**config.mk**
```make
export PLATFORM = sky130hd
export DESIGN_NAME = exa_kred
export DESIGN_NICKNAME = d
export VERILOG_FILES = /design/src/exa_pkg.sv /design/src/exa_kred.sv
export SDC_FILE = /design/constraint.sdc
export NUM_CORES = 1
export LEC_CHECK = 0
export BUFFER_PORTS_ARGS = -buffer_cell sky130_fd_sc_hd__buf_2
export CAP_MARGIN = 25
export CELL_PAD_IN_SITES_DETAIL_PLACEMENT = 0
export CELL_PAD_IN_SITES_GLOBAL_PLACEMENT = 1
export CORE_MARGIN = 4
export CORE_UTILIZATION = 40
export DETAILED_ROUTE_END_ITERATION = 7
export MAX_ROUTING_LAYER = met4
export PLACE_DENSITY = 0.78
export SYNTH_ARGS = -nofsm -noshare
export SYNTH_HDL_FRONTEND = slang
export SYNTH_SLANG_ARGS = --single-unit
export TNS_END_PERCENT = 100
```
**constraint.sdc**
```tcl
create_clock -name clk -period 6.2 [get_ports clk]
set_input_delay 1.24 -clock clk [delete_from_list [all_inputs] [get_ports clk]]
set_output_delay 1.24 -clock clk [all_outputs]
set_load 0.1 [all_outputs]
```
**src/exa_pkg.sv**
```systemverilog
// Package for the float32 exponential pipeline: float constants, the raw
// (unrounded) float record and the multiply, add and round functions.
// Depends on nothing; every module of the block but exa_dly imports it.
`default_nettype none
package exa_pkg;

	// Latency in register stages from an accepted item to its result.
	localparam int unsigned LAT = 20;

	localparam logic [31:0] F_HI_LIMIT = 32'h42B0_0000; // 88.0
	localparam logic [30:0] F_LO_MAG   = 31'h42A0_0000; // magnitude of -80.0
	localparam logic [31:0] F_POS_INF  = 32'h7F80_0000;
	localparam logic [31:0] F_QUIET    = 32'h0040_0000;
	localparam logic [31:0] F_LN2      = 32'h3F31_7218;
	localparam logic [31:0] F_INV_LN2  = 32'h3FB8_AA3B;
	localparam logic [31:0] F_C3       = 32'h3E2A_AAAB;
	localparam logic [31:0] F_C4       = 32'h3D2A_AAAB;
	localparam logic [31:0] F_C5       = 32'h3C08_8889;
	localparam logic [31:0] F_HALF     = 32'h3F00_0000;
	localparam logic [31:0] F_ONE      = 32'h3F80_0000;
	localparam logic [7:0]  EXP_BIAS   = 8'd127;

	// Unrounded result: value = s * 2^(e - 174).
	typedef struct packed {
		logic               sign;
		logic signed [11:0] e;
		logic [49:0]        s;
	} fp_raw_t;

	function automatic logic [5:0] lzc50(input logic [49:0] v);
		logic [5:0] n;
		n = 6'd50;
		for (int i = 0; i < 50; i++) begin
			if (v[i]) n = 6'(49 - i);
		end
		return n;
	endfunction

	function automatic fp_raw_t fmul_raw(input logic [31:0] a, input logic [31:0] b);
		logic [7:0]  ea, eb;
		logic [23:0] ma, mb;
		fp_raw_t     r;
		ea = (a[30:23] == 8'd0) ? 8'd1 : a[30:23];
		eb = (b[30:23] == 8'd0) ? 8'd1 : b[30:23];
		ma = {|a[30:23], a[22:0]};
		mb = {|b[30:23], b[22:0]};
		r.sign = a[31] ^ b[31];
		r.e    = $signed({4'd0, ea}) + $signed({4'd0, eb}) - 12'sd126;
		r.s    = {2'b00, 48'(ma) * 48'(mb)};
		return r;
	endfunction

	function automatic fp_raw_t fadd_raw(input logic [31:0] a, input logic [31:0] b);
		logic [31:0] big, sml;
		logic [7:0]  eb, es, d;
		logic [6:0]  dcap;
		logic [23:0] mb, ms;
		logic [95:0] t;
		logic [49:0] bs, ss, s;
		logic        st, sub;
		fp_raw_t     r;
		if (a[30:0] >= b[30:0]) begin
			big = a;
			sml = b;
		end else begin
			big = b;
			sml = a;
		end
		eb   = (big[30:23] == 8'd0) ? 8'd1 : big[30:23];
		es   = (sml[30:23] == 8'd0) ? 8'd1 : sml[30:23];
		mb   = {|big[30:23], big[22:0]};
		ms   = {|sml[30:23], sml[22:0]};
		d    = eb - es;
		dcap = (d > 8'd72) ? 7'd72 : d[6:0];
		t    = {ms, 72'd0} >> dcap;
		st   = |t[47:0];
		bs   = {2'b00, mb, 24'd0};
		// Bits shifted out are jammed into the lowest bit.
		ss   = {2'b00, t[95:49], t[48] | st};
		sub  = a[31] ^ b[31];
		s    = sub ? (bs - ss) : (bs + ss);
		r.s    = s;
		r.e    = $signed({4'd0, eb});
		r.sign = (s == 50'd0 && sub) ? 1'b0 : big[31];
		return r;
	endfunction

	// Normalise and round to nearest even, with subnormal results.
	function automatic logic [31:0] fround(input fp_raw_t r);
		logic [5:0]         lz;
		logic signed [11:0] en, rs;
		logic [49:0]        sh;
		logic [99:0]        wide;
		logic [7:0]         ef;
		logic               st, rnd, inf;
		logic [30:0]        mag;
		lz   = lzc50(r.s);
		en   = r.e + 12'sd2 - $signed({6'd0, lz});
		rs   = -(r.e + 12'sd1);
		st   = 1'b0;
		inf  = 1'b0;
		ef   = 8'd0;
		wide = {r.s, 50'd0};
		if (en >= 12'sd255) begin
			inf = 1'b1;
			sh  = 50'd0;
		end else if (en >= 12'sd1) begin
			sh = r.s << lz;
			ef = en[7:0];
		end else if (r.e >= -12'sd1) begin
			sh = r.s << 6'(r.e + 12'sd1);
		end else if (rs > 12'sd50) begin
			sh = 50'd0;
			st = |r.s;
		end else begin
			wide = wide >> rs[5:0];
			sh   = wide[99:50];
			st   = |wide[49:0];
		end
		rnd = sh[25] & (st | (|sh[24:0]) | sh[26]);
		mag = {ef, sh[48:26]} + {30'd0, rnd};
		if (r.s == 50'd0) return {r.sign, 31'd0};
		if (inf) return {r.sign, F_POS_INF[30:0]};
		return {r.sign, mag};
	endfunction

endpackage
`default_nettype wire

```
**src/exa_kred.sv**
```systemverilog
// Range reduction step: rounds x/ln2 half away from zero to k and converts k to float.
// Depends on exa_pkg.
`default_nettype none
module exa_kred import exa_pkg::*; (
	input  wire logic              clk,
	input  wire logic              en,
	input  wire logic [31:0]       y,
	output logic signed [8:0]      k,
	output logic [31:0]            kf
);
	logic [23:0] m;
	logic [7:0]  shamt;
	logic [23:0] q;
	logic [8:0]  kmag;
	logic [3:0]  lz;
	logic [7:0]  norm;
	logic [31:0] kf_c;
	logic signed [8:0] k_c;
	logic signed [8:0] k_s1;
	logic [31:0] kf_s1;

	always_comb begin
		m     = {|y[30:23], y[22:0]};
		shamt = 8'd149 - y[30:23];
		// q is twice the magnitude, truncated.
		q     = (y[30:23] < 8'd126) ? 24'd0 : (m >> shamt[4:0]);
		kmag  = 9'((q[8:0] + 9'd1) >> 1);
		k_c   = y[31] ? -$signed(kmag) : $signed(kmag);
		lz    = 4'd8;
		for (int i = 0; i < 8; i++) begin
			if (kmag[i]) lz = 4'(7 - i);
		end
		norm  = kmag[7:0] << lz[2:0];
		if (kmag == 9'd0) kf_c = 32'd0;
		else kf_c = {y[31], 8'(EXP_BIAS + 8'd7 - {4'd0, lz}), norm[6:0], 16'd0};
	end

	always_ff @(posedge clk) begin
		if (en) begin
			k_s1  <= k_c;
			kf_s1 <= kf_c;
		end
	end

	assign k  = k_s1;
	assign kf = kf_s1;
endmodule
`default_nettype wire

```
# --- Yosys cells after proc, flatten, opt, wreduce, memory -nomap -nowiden ---
# Index checks and enable logic that the tools add are counted.
word_totals:
  regBits: 41
  out_inout_bits: 41
  word_cells: 23
classes:
  n_addsub: 4
  magnitude_cmp: 1
  shift: 2
  n_mux: 10
  n_reduce_logical: 2
ops:
  columns: ["operator", "n"]
  rows:
  - ["two-way mux 4 bit", 8]
  - [">> shifter 24 x 5 -> 9 bit", 1]
  - ["adder 9 x 1 -> 9 bit (second input constant)", 1]
  - ["zero test 9 bit", 1]
  - ["two-way mux 9 bit", 1]
  - ["negation 8 -> 9 bit", 1]
  - ["less-than comparator 8 x 7 -> 1 bit (second input constant)", 1]
  - ["two-way mux 8 bit", 1]
  - ["OR reduction 8 bit", 1]
  - ["left shift 8 x 3 -> 7 bit", 1]
  - ["subtractor 8 x 4 -> 8 bit (first input constant)", 1]
  - ["subtractor 5 bit (first input constant)", 1]

# --- Logic depth before layout (Yosys ltp) ---
# Gate-level depths: netlist of the first run.
depth:
  ltp_word: 13
  mapped_depth: 24
  mapped_depth_nobuf: 21

# --- Least setup slack after synthesis of the first run ---
# OpenSTA, ideal clock, no wires.
synth_timing:
  path_kind: "input-to-reg"
  startpoint: "input port y[24]"
  endpoint: "register kf_s1[26], in the netlist kf[26], data pin"
  setup_time_ps: 255
  arrival_time_ps: 5424
  required_time_ps: 5945
  setup_slack_ps: 521
  path_stages: 23
  n_path_buf: 2
  path_cell_list: "ha_1 buf_2 buf_2 mux2i_1 mux2i_1 o21a_1 a32o_1 or2_2 ha_1 inv_1 nor2_1 nand4_1 o221ai_1 nand2_1 xor2_1 a21boi_1 or3_4 nand2_2 inv_2 nand2b_1 or3_1 ha_1 and2_1"
synth_between:
  elab_chain_len: 13
  word_cells_on_any_way: 16
synth_rtl:
  columns: ["element", "line_no", "source"]
  rows:
  - ["from (decl)", "exa_kred.sv:7", "input wire logic [31:0] y,"]
  - ["subtractor 5 bit / OR reduction 8 bit (equally long branches)", "exa_kred.sv:24, exa_kred.sv:23", null]
  - [">> shifter 24 x 5 -> 9 bit", "exa_kred.sv:26", "q = (y[30:23] < 8'd126) ? 24'd0 : (m >> shamt[4:0]);"]
  - ["two-way mux 9 bit (*)", "exa_kred.sv:26", null]
  - ["adder 9 x 1 -> 9 bit (*)", "exa_kred.sv:27", "kmag = 9'((q[8:0] + 9'd1) >> 1);"]
  - ["two-way mux 4 bit (7 in series)", "exa_kred.sv:31", "if (kmag[i]) lz = 4'(7 - i);"]
  - ["two-way mux 4 bit (*)", "exa_kred.sv:31", null]
  - ["net lz[0]", "exa_kred.sv:15", "logic [3:0] lz;"]
  - ["subtractor 8 x 4 -> 8 bit (*)", "exa_kred.sv:35", "else kf_c = {y[31], 8'(EXP_BIAS + 8'd7 - {4'd0, lz}), norm[6:0], 16'd0};"]
  - ["to (signal assigned)", "exa_kred.sv:41", "kf_s1 <= kf_c;"]
  - ["to (decl)", "exa_kred.sv:20", "logic [31:0] kf_s1;"]
# The timed path passes the listed nets; every way through them passes the cells marked *.
# A chain may end at the register's enable or synchronous reset.

# --- Final worst setup path of the first run ---
layout_timing:
  startpoint: "input port y[25]"
  endpoint: "register kf_s1[26], in the netlist kf[26], data pin"
# The elaborated chain is that of the path after synthesis.

==> results.cfg, run 1 <==
[route]
postRouteWirelength_um = 7360
first_pass_iters = 4
post_drt_wl_per_cell_um = 15.7
vias_per_cell = 5.62
vias = 2643
drt_iter0_drc = 153
drc_errors = 0
final_antenna_net_count = 0

[finish]
mostFrequentLayoutCells = buf_2 (58), edfxtp_1 (24), nand2_1 (20)
fillers = 762
n_antenna_cell = 0
final_common_cell = buf_2
multiInputGateArea_um2 = 2270
syn_to_final_growth_pct = 9.61
layout-drive-gt1-share_pct = 35.6
finalNetCount = 410
final_cells = 470
area.sequential_um2 = 721

[critical_path]
critPathMaxStageDelay_ns = 0.55
crit_slowest_cell = ha_1
crit_end = kf[26]
cp-end-kind = flip-flop
path_common_cell = ha_1
required_ns = 6.22
start_kind = primary input
cp_cell_sequence = buf_2 -> ha_1 -> buf_4 -> mux2i_1 -> mux2i_1 -> o21a_1 -> a32o_1 -> or2_2 -> ha_1 -> inv_1 -> nor2_1 -> nand4_1 -> o221ai_1 -> nand2_1 -> xor2_1 -> a21boi_1 -> or3_4 -> nand2_2 -> inv_2 -> nand2b_1 -> or3_1 -> ha_1 -> and2_1
path_class = primary input to flip-flop
critPathMaxFanout = 9
worst_ep_arrival_time_ns = 5.76
cp-startpoint = y[25]

[yosys]
synth-xor-area-share_pct = 5.36
synth_top_family_by_area = multiplexers
yosysUniqueCellTypes = 77
seq_area_frac_synth_pct = 22.1
synth_compound_area_share_pct = 19.1
synthFlopType = edfxtp_1
synthAdderAreaFrac_pct = 2.68
syn_inst = 315
synthArstFlopShare_pct = 0
syn_area_per_cell_um2 = 10.4
yosysWarnings = 0
syn_area_um2 = 3270
synth_edf_count = 24
synthSimpleGateAreaFrac_pct = 16.8
synth_mux_area_share_pct = 23.7
yosys_register_bits = 24

[timing]
period_needed_ns = 5.74
slew_headroom_pct = 55.5
drv_slew = 0
max_freq_mhz = 174
rsz0062_at_grt = no
fin_tns_setup_ns = 0
hold_violations = 0
setup_ws_ns = 0.457
tightest_slew_ns = 0.666
setup_viol = 0
fin_crit_sh_pct = 92.6
timing.hold.ws_ns = 1.38

[floorplanning]
initial_core_util_pct = 41.6
rows = 32
io_pins = 75
die_area_um2 = 9680
die_height_um = 98.4
fp.dieW_um = 98.4
core-area_um2 = 7850

[clock_tree]
clock-sinks = 24
h-tree-depth = 1
postCtsSetupRepairBufs = 0
cts_buffer_depth = 2
root_buffer = clkbuf_8
cts_resized = 0
postCtsHoldBufs = 0
path_clk_slew_ns = 0.08
numCtsBuffers = 3
cts_tree = yes

[flow_run]
drv_cap = 0

[global_route]
antenna_found_initial = 0
grt_first_pass_wirelength_um = 12200
grt_max_degree = 32
track_usage_pct = 15.3
grt_pass1_vias = 2490
grt-ovfl-total = 0

[placed_design]
place_ws_ns = 0.215
place_hpwl_um = 5970
port_buffers = 58
placed_cells = 466
gp_congestion = 0.877

[power]
worst_ir_drop_vdd_mv = 0.0940
power_w = 0.00101
powerDensity_nw_per_um2 = 281
leakage_nw = 1.46

[outcome]
status = finished clean

[hold_path]
hold_class = primary input to flip-flop
critical path, delay by kind of cell:
kind	cells	cell delay, ns
AND/OR/NAND/NOR	9	1.41
multiplexers	2	0.33
XOR/XNOR	1	0.17
buffers and inverters	4	0.66
AO/OA/AOI/OAI	4	0.87
adder cells (fa/ha/maj)	3	1.07
power breakdown:
part / internal, W / switching (W)
Combinational: 0.000180 / 0.000508
Clock: 0.0000441 / 0.0000437
Sequential: 0.000225 / 0.00000606
Total: 0.000450 / 0.000558
registers in the layout, summed over array words and instances, names as in the netlist:
register / cells
k: 9
kf: 15
cells by family (layout without fill, tap and decap cells):
| family | after synthesis | after routing |
|---|---|---|
| and+or+nand+nor | 94 | 94 |
| AOI/OAI and AO/OA | 73 | 73 |
| muxes | 54 | 54 |
| buffers and inverters | 45 | 83 |
| DFF | 24 | 24 |
| xor gates and xnor gates | 17 | 17 |
| adders and majority gates | 7 | 7 |
| other | 1 | 16 |
worst min path at each step:
stage           end  slack [ns]   from  depth (start not counted)
6_report       k[2]        1.38  y[31]                          3
5_1_grt        k[8]        1.42  y[31]                          2
4_1_cts        k[2]        1.38  y[31]                          3
3_5_place_dp   k[2]        1.65  y[31]                          3
3_3_place_gp   k[2]        1.65  y[31]                          3
2_1_floorplan  k[0]        1.35     en                          0
synth_stat cells (all sizes together) (3+ instances only):
cell | number | share of area [%]
nor2b | 3 | 0.57
mux2i | 19 | 5.8
nor2 | 13 | 1.5
nor3 | 6 | 1.6
ha | 7 | 2.7
nand3 | 12 | 1.8
nand2 | 22 | 2.7
mux2 | 19 | 6.5
buf | 31 | 8.2
a31oi | 8 | 2.6
o21ai | 10 | 1.5
o22ai | 5 | 0.96
a21o | 3 | 0.69
inv | 9 | 1.0
xnor2 | 11 | 3.2
mux4 | 16 | 11
a21oi | 11 | 1.9
or3 | 3 | 0.73
o21a | 3 | 0.69
o211ai | 5 | 1.5
nand4 | 8 | 1.7
xor2 | 6 | 2.2
or2 | 3 | 0.57
o311ai | 4 | 1.8
edfxtp | 24 | 22
nand2b | 4 | 0.77
a211o | 3 | 0.80
and2 | 10 | 1.9
clkbuf | 5 | 0.84
routing by layer:
metal | vias to the layer above | routed length (um) | global-route usage (%)
met2 | 92 | 3510 | 25.8
met1 | 1248 | 3320 | 20.2
met3 | 10 | 422 | 0.857
met5 | - | 0 | -
li1 | 1293 | - | -
met4 | 0 | 110 | 3.57
metrics by stage:
stage	area, um2	utilization, %
after global placement	3540	45.1
after detailed placement	3540	45.1
after CTS	3580	45.6
after global routing	3580	45.6
final	3580	45.6
after floorplan	3320	-
cell type report:
cell class | instances | share of cell area [%]
clock buffer | 3 | 1.15
clock inverter | 1 | 0.105
inverter | 9 | 0.943
multi-input combinational | 261 | 63.5
sequential | 24 | 20.1
tap | 102 | 3.56
timing repair buffer | 70 | 10.6
Power figures use the tool's default switching activity.
==> inputs of run 2 (changes only) <==
RECOVER_POWER = 25   (was unset)
==> run 2 against run 1 <==
Compared with the run above: utilization about the same; first-iteration DRC count unchanged; fmax unchanged; clock power about the same; routed wire length unchanged; global-route usage unchanged; cell area about the same; count of clock-buffer cells in the layout unchanged; die area unchanged; via count unchanged; critical path type unchanged.
==> results.cfg, run 2 (synthesized netlist as in run 1, its figures left out) <==
[outcome]
status = finished clean

[finish]
n_antenna_cell = 0
final_area_um2 = 3580
area.sequential_um2 = 721
multiInputGateArea_um2 = 2270
final_common_cell = buf_2
syn_to_final_growth_pct = 9.57
layout-drive-gt1-share_pct = 35.3
fillers = 762
finalNetCount = 410
mostFrequentLayoutCells = buf_2 (57), edfxtp_1 (24), nand2_1 (20)
largest_register_ffs = 15

[power]
worst_ir_drop_vdd_mv = 0.0940
combPwrFrac_pct = 68.3
seqPwrFrac_pct = 23.0
leakage_nw = 1.46
p_switching_w = 0.000558
powerDensity_nw_per_um2 = 281
clkPwrFrac_pct = 8.7
p_int_w = 0.000450
switching_share_pct = 55.4

[global_route]
antenna_found_initial = 0
grt_first_pass_wirelength_um = 12200
track_usage_pct = 15.3
grt-ovfl-total = 0
grt_pass1_vias = 2490
grt_max_degree = 32

[placed_design]
gp_congestion = 0.877
dpl_cell_area_um2 = 3540
place_hpwl_um = 5970
port_buffers = 58

[timing]
hold_violations = 0
drv_slew = 0
fin_tns_setup_ns = 0
tightest_slew_ns = 1.20
max_freq_mhz = 174
rsz0062_at_grt = no
period_needed_ns = 5.74
fin_crit_sh_pct = 92.6
slew_headroom_pct = 20.1
setup_viol = 0

[clock_tree]
postCtsHoldBufs = 0
numCtsBuffers = 3
cts_tree = yes
cts_resized = 0
path_clk_slew_ns = 0.08
root_buffer = clkbuf_8
h-tree-depth = 1
cts_buffer_depth = 2
postCtsSetupRepairBufs = 0
clock-sinks = 24

[route]
postRouteWirelength_um = 7360
drc_errors = 0
vias_per_cell = 5.62
vias = 2643
post_drt_wl_per_cell_um = 15.7
final_antenna_net_count = 0
first_pass_iters = 4
drt_iter0_drc = 153

[critical_path]
cp_cell_sequence = buf_2 -> ha_1 -> buf_4 -> mux2i_1 -> mux2i_1 -> o21a_1 -> a32o_1 -> or2_2 -> ha_1 -> inv_1 -> nor2_1 -> nand4_1 -> o221ai_1 -> nand2_1 -> xor2_1 -> a21boi_1 -> or3_4 -> nand2_2 -> inv_2 -> nand2b_1 -> or3_1 -> ha_1 -> and2_1
required_ns = 6.22
cp-end-kind = flip-flop
path_common_cell = ha_1
crit_slowest_cell = ha_1
path_class = primary input to flip-flop
cp-startpoint = y[25]
critPathMaxStageDelay_ns = 0.55
worst_ep_arrival_time_ns = 5.76
start_kind = primary input
critPathMaxFanout = 9

[floorplanning]
io_pins = 75
rows = 32
die_height_um = 98.4
initial_core_util_pct = 41.6
fp.dieW_um = 98.4
core-area_um2 = 7850
die_area_um2 = 9680

[hold_path]
hold_class = primary input to flip-flop
worstHoldPathCells = 3
worstHoldStart = y[31]
holdPathEnd = k[2]

[flow_run]
drv_cap = 0
## run 2: changes by cell type in the layout (fill, tap and decap cells not counted), sizes merged
| cell | previous run | this run |
|---|---|---|
| buf | 70 | 69 |
| clkbuf | 3 | 4 |
## run 2: power by group through the flow
stage	sequential, W	clock, W	combinational, W
after floorplan	0.000480	0	0.000345
after global placement	0.000235	0	0.000684
after detailed placement	0.000236	0	0.000687
after CTS	0.000232	0.0000916	0.000689
after global routing	0.000236	0.000101	0.000731
final	0.000232	0.0000878	0.000688
## run 2: how the worst max path moves through the flow
stage | slack (ns) | cells past startpoint | to
floorplan | 0.52 | 23 | kf[26]
global placement | 0.36 | 23 | kf[26]
detailed placement | 0.21 | 23 | kf[26]
CTS | 0.48 | 23 | kf[26]
global route | 0.08 | 22 | kf[26]
finish | 0.46 | 23 | kf[26]
## run 2: metrics by stage
| step | std cells | util [%] | total power [W] | hold slack (ns) | worst slack [ns] |
|---|---|---|---|---|---|
| floorplan | 330 | - | 0.000825 | 1.35 | 0.521 |
| global placement | 466 | 45.1 | 0.000919 | 1.65 | 0.356 |
| detailed placement | 466 | 45.1 | 0.000923 | 1.65 | 0.215 |
| CTS | 470 | 45.6 | 0.00101 | 1.38 | 0.476 |
| global route | 470 | 45.6 | 0.00107 | 1.42 | 0.0760 |
| finish | 470 | 45.6 | 0.00101 | 1.38 | 0.457 |
## run 2: layout make-up
type | count | share of cell area (%)
Multi-Input combinational cell | 261 | 63.5
Inverter | 9 | 0.944
Clock inverter | 1 | 0.105
Tap cell | 102 | 3.57
Sequential cell | 24 | 20.1
Timing Repair Buffer | 70 | 10.6
Clock buffer | 3 | 1.15
## run 2: routing by layer
layer	track usage (%)	up-vias	part of all wire, %
met4	3.57	0	1.5
met2	25.8	92	48
met1	20.2	1248	45
met3	0.857	10	5.7
li1	-	1293	-
met5	-	-	0
## run 2: critical path: cells and delay by family
family / cells / cell delay [ns]
buffers and inverters: 4 / 0.66
and+or+nand+nor: 9 / 1.41
adders and majority gates: 3 / 1.07
muxes: 2 / 0.33
AOI/OAI and AO/OA: 4 / 0.87
xor gates and xnor gates: 1 / 0.17
==> inputs of run 3 (changes only) <==
CTS_BUF_LIST = sky130_fd_sc_hd__clkbuf_8   (was unset)
GPL_TIMING_DRIVEN = 0   (was unset)
==> run 3 against run 2 <==
Compared with the run above: sequential share of layout area is 1.2 points lower; cell area grew 6.3%; critical endpoint unchanged; cell count grew 4.5%; routed wire length grew 5.7%; first-iteration DRC count down 10%; critical path type unchanged; via count up 3.7%; utilization grew 2.9 points; combinational power up 3%; highest routed layer unchanged; worst hold slack improved by 0.11 ns.
==> results.cfg, run 3 (synthesized netlist as in run 1, its figures left out) <==
[critical_path]
path_common_cell = ha_1
worst_ep_arrival_time_ns = 5.93
required_ns = 6.22
cp_cell_sequence = buf_2 -> ha_1 -> buf_2 -> clkbuf_4 -> mux2i_1 -> mux2i_1 -> o21a_1 -> a32o_1 -> or2_2 -> ha_1 -> inv_2 -> nor2_1 -> nand4_1 -> o221ai_1 -> nand2_1 -> xor2_4 -> a21boi_2 -> or3_4 -> nand2_2 -> inv_2 -> nand2b_1 -> or3_1 -> ha_1 -> and2_1
path_class = primary input to flip-flop
crit_slowest_cell = or3_1
critPathMaxFanout = 10
path_delay_family = simple AND/OR/NAND/NOR gates
worstPathBufferInverterCount = 5
cp-end-kind = flip-flop
start_kind = primary input
critPathMaxStageDelay_ns = 0.37

[timing]
hold_violations = 0
period_needed_ns = 5.91
fin_tns_setup_ns = 0
setup_viol = 0
timing.hold.ws_ns = 1.49
drv_slew = 0
slew_headroom_pct = 19.0
rsz0062_at_grt = no
max_freq_mhz = 169
tightest_slew_ns = 1.22
setup_ws_ns = 0.291
fin_crit_sh_pct = 95.3

[floorplanning]
core-area_um2 = 7850
die_area_um2 = 9680
fp.dieW_um = 98.4
initial_core_util_pct = 41.6
die_height_um = 98.4
io_pins = 75
rows = 32

[placed_design]
gp_congestion = 0.931
place_hpwl_um = 6320
placed_cells = 487
place_ws_ns = -0.347
port_buffers = 55

[clock_tree]
cts_tree = yes
cts_buffer_depth = 2
path_clk_slew_ns = 0.07
h-tree-depth = 1
root_buffer = clkbuf_8
postCtsHoldBufs = 0
clock-sinks = 24
numCtsBuffers = 3

[finish]
layout-drive-gt1-share_pct = 39.1
final_cells = 491
final_util_pct = 48.5
largest_register_ffs = 15
fillers = 762
syn_to_final_growth_pct = 16.4
n_antenna_cell = 0
finalNetCount = 431
final_common_cell = buf_2
mostFrequentLayoutCells = buf_2 (59), edfxtp_1 (24), nand2_1 (20)

[global_route]
grt-ovfl-total = 0
grt_first_pass_wirelength_um = 12600
grt_pass1_vias = 2512
antenna_found_initial = 0
track_usage_pct = 15.9
grt_max_degree = 25

[hold_path]
holdPathEnd = k[1]
hold_class = primary input to flip-flop
worstHoldStart = y[31]
worstHoldPathCells = 2

[route]
first_pass_iters = 5
postRouteWirelength_um = 7780
vias_per_cell = 5.58
drc_errors = 0
vias = 2740
post_drt_wl_per_cell_um = 15.8
final_antenna_net_count = 0
drt_iter0_drc = 137

[power]
leakage_nw = 1.58
powerDensity_nw_per_um2 = 270
worst_ir_drop_vdd_mv = 0.106

[outcome]
status = finished clean

[flow_run]
drv_cap = 0
run 3: cell types whose count changed in the layout (fill, tap and decap cells not counted), sizes merged:
cell,change
buf,+15
clkbuf,+6
run 3: timing repair:
| item | 4_1_cts | 5_1_grt |
|---|---|---|
| endpoints found under the setup margin | 1 | 2 |
| gates cloned | 0 | 0 |
| gates resized for setup | 1 | 7 |
| buffers inserted | 0 | 0 |
run 3: worst max-delay path by stage:
stage	startpoint	endpoint	slack [ns]	cells after the start
after floorplan	y[24]	kf[26]	0.52	23
after global placement	y[25]	kf[26]	-0.35	24
after detailed placement	y[25]	kf[26]	-0.35	24
after CTS	y[25]	kf[26]	0.1	24
after global routing	y[25]	kf[26]	0.05	24
final	y[25]	kf[26]	0.29	24
run 3: cell type report:
| class | instances | area (um2) | area share (%) |
|---|---|---|---|
| Multi-Input combinational cell | 261 | 2300 | 60.6 |
| Buffer | 36 | 299 | 7.86 |
| Clock buffer | 3 | 41.3 | 1.09 |
| Sequential cell | 24 | 721 | 18.9 |
| Timing Repair Buffer | 55 | 274 | 7.20 |
| Inverter | 9 | 33.8 | 0.888 |
| Tap cell | 102 | 128 | 3.36 |
| Clock inverter | 1 | 3.75 | 0.0987 |
run 3: power by group:
group,switching [W],internal [W],leakage (nW)
clock network,0.0000461,0.0000442,0.0231
logic,0.000514,0.000192,1.33
registers,0.00000633,0.000226,0.232
run 3: per-layer routing:
| layer | wire length [um] | up-vias | GRT usage, % |
|---|---|---|---|
| met1 | 3430 | 1314 | 21.5 |
| met4 | 30 | 0 | 2.21 |
| met5 | 0 | - | - |
| li1 | - | 1340 | - |
| met2 | 3890 | 84 | 27.4 |
| met3 | 430 | 2 | 0.500 |
run 3: metrics by stage:
step / instance area (um2) / total power (W)
final: 3800 / 0.00103
after global placement: 3730 / 0.000932
after CTS: 3780 / 0.00103
after detailed placement: 3730 / 0.000936
after global routing: 3800 / 0.00108
after floorplan: 3320 / 0.000825
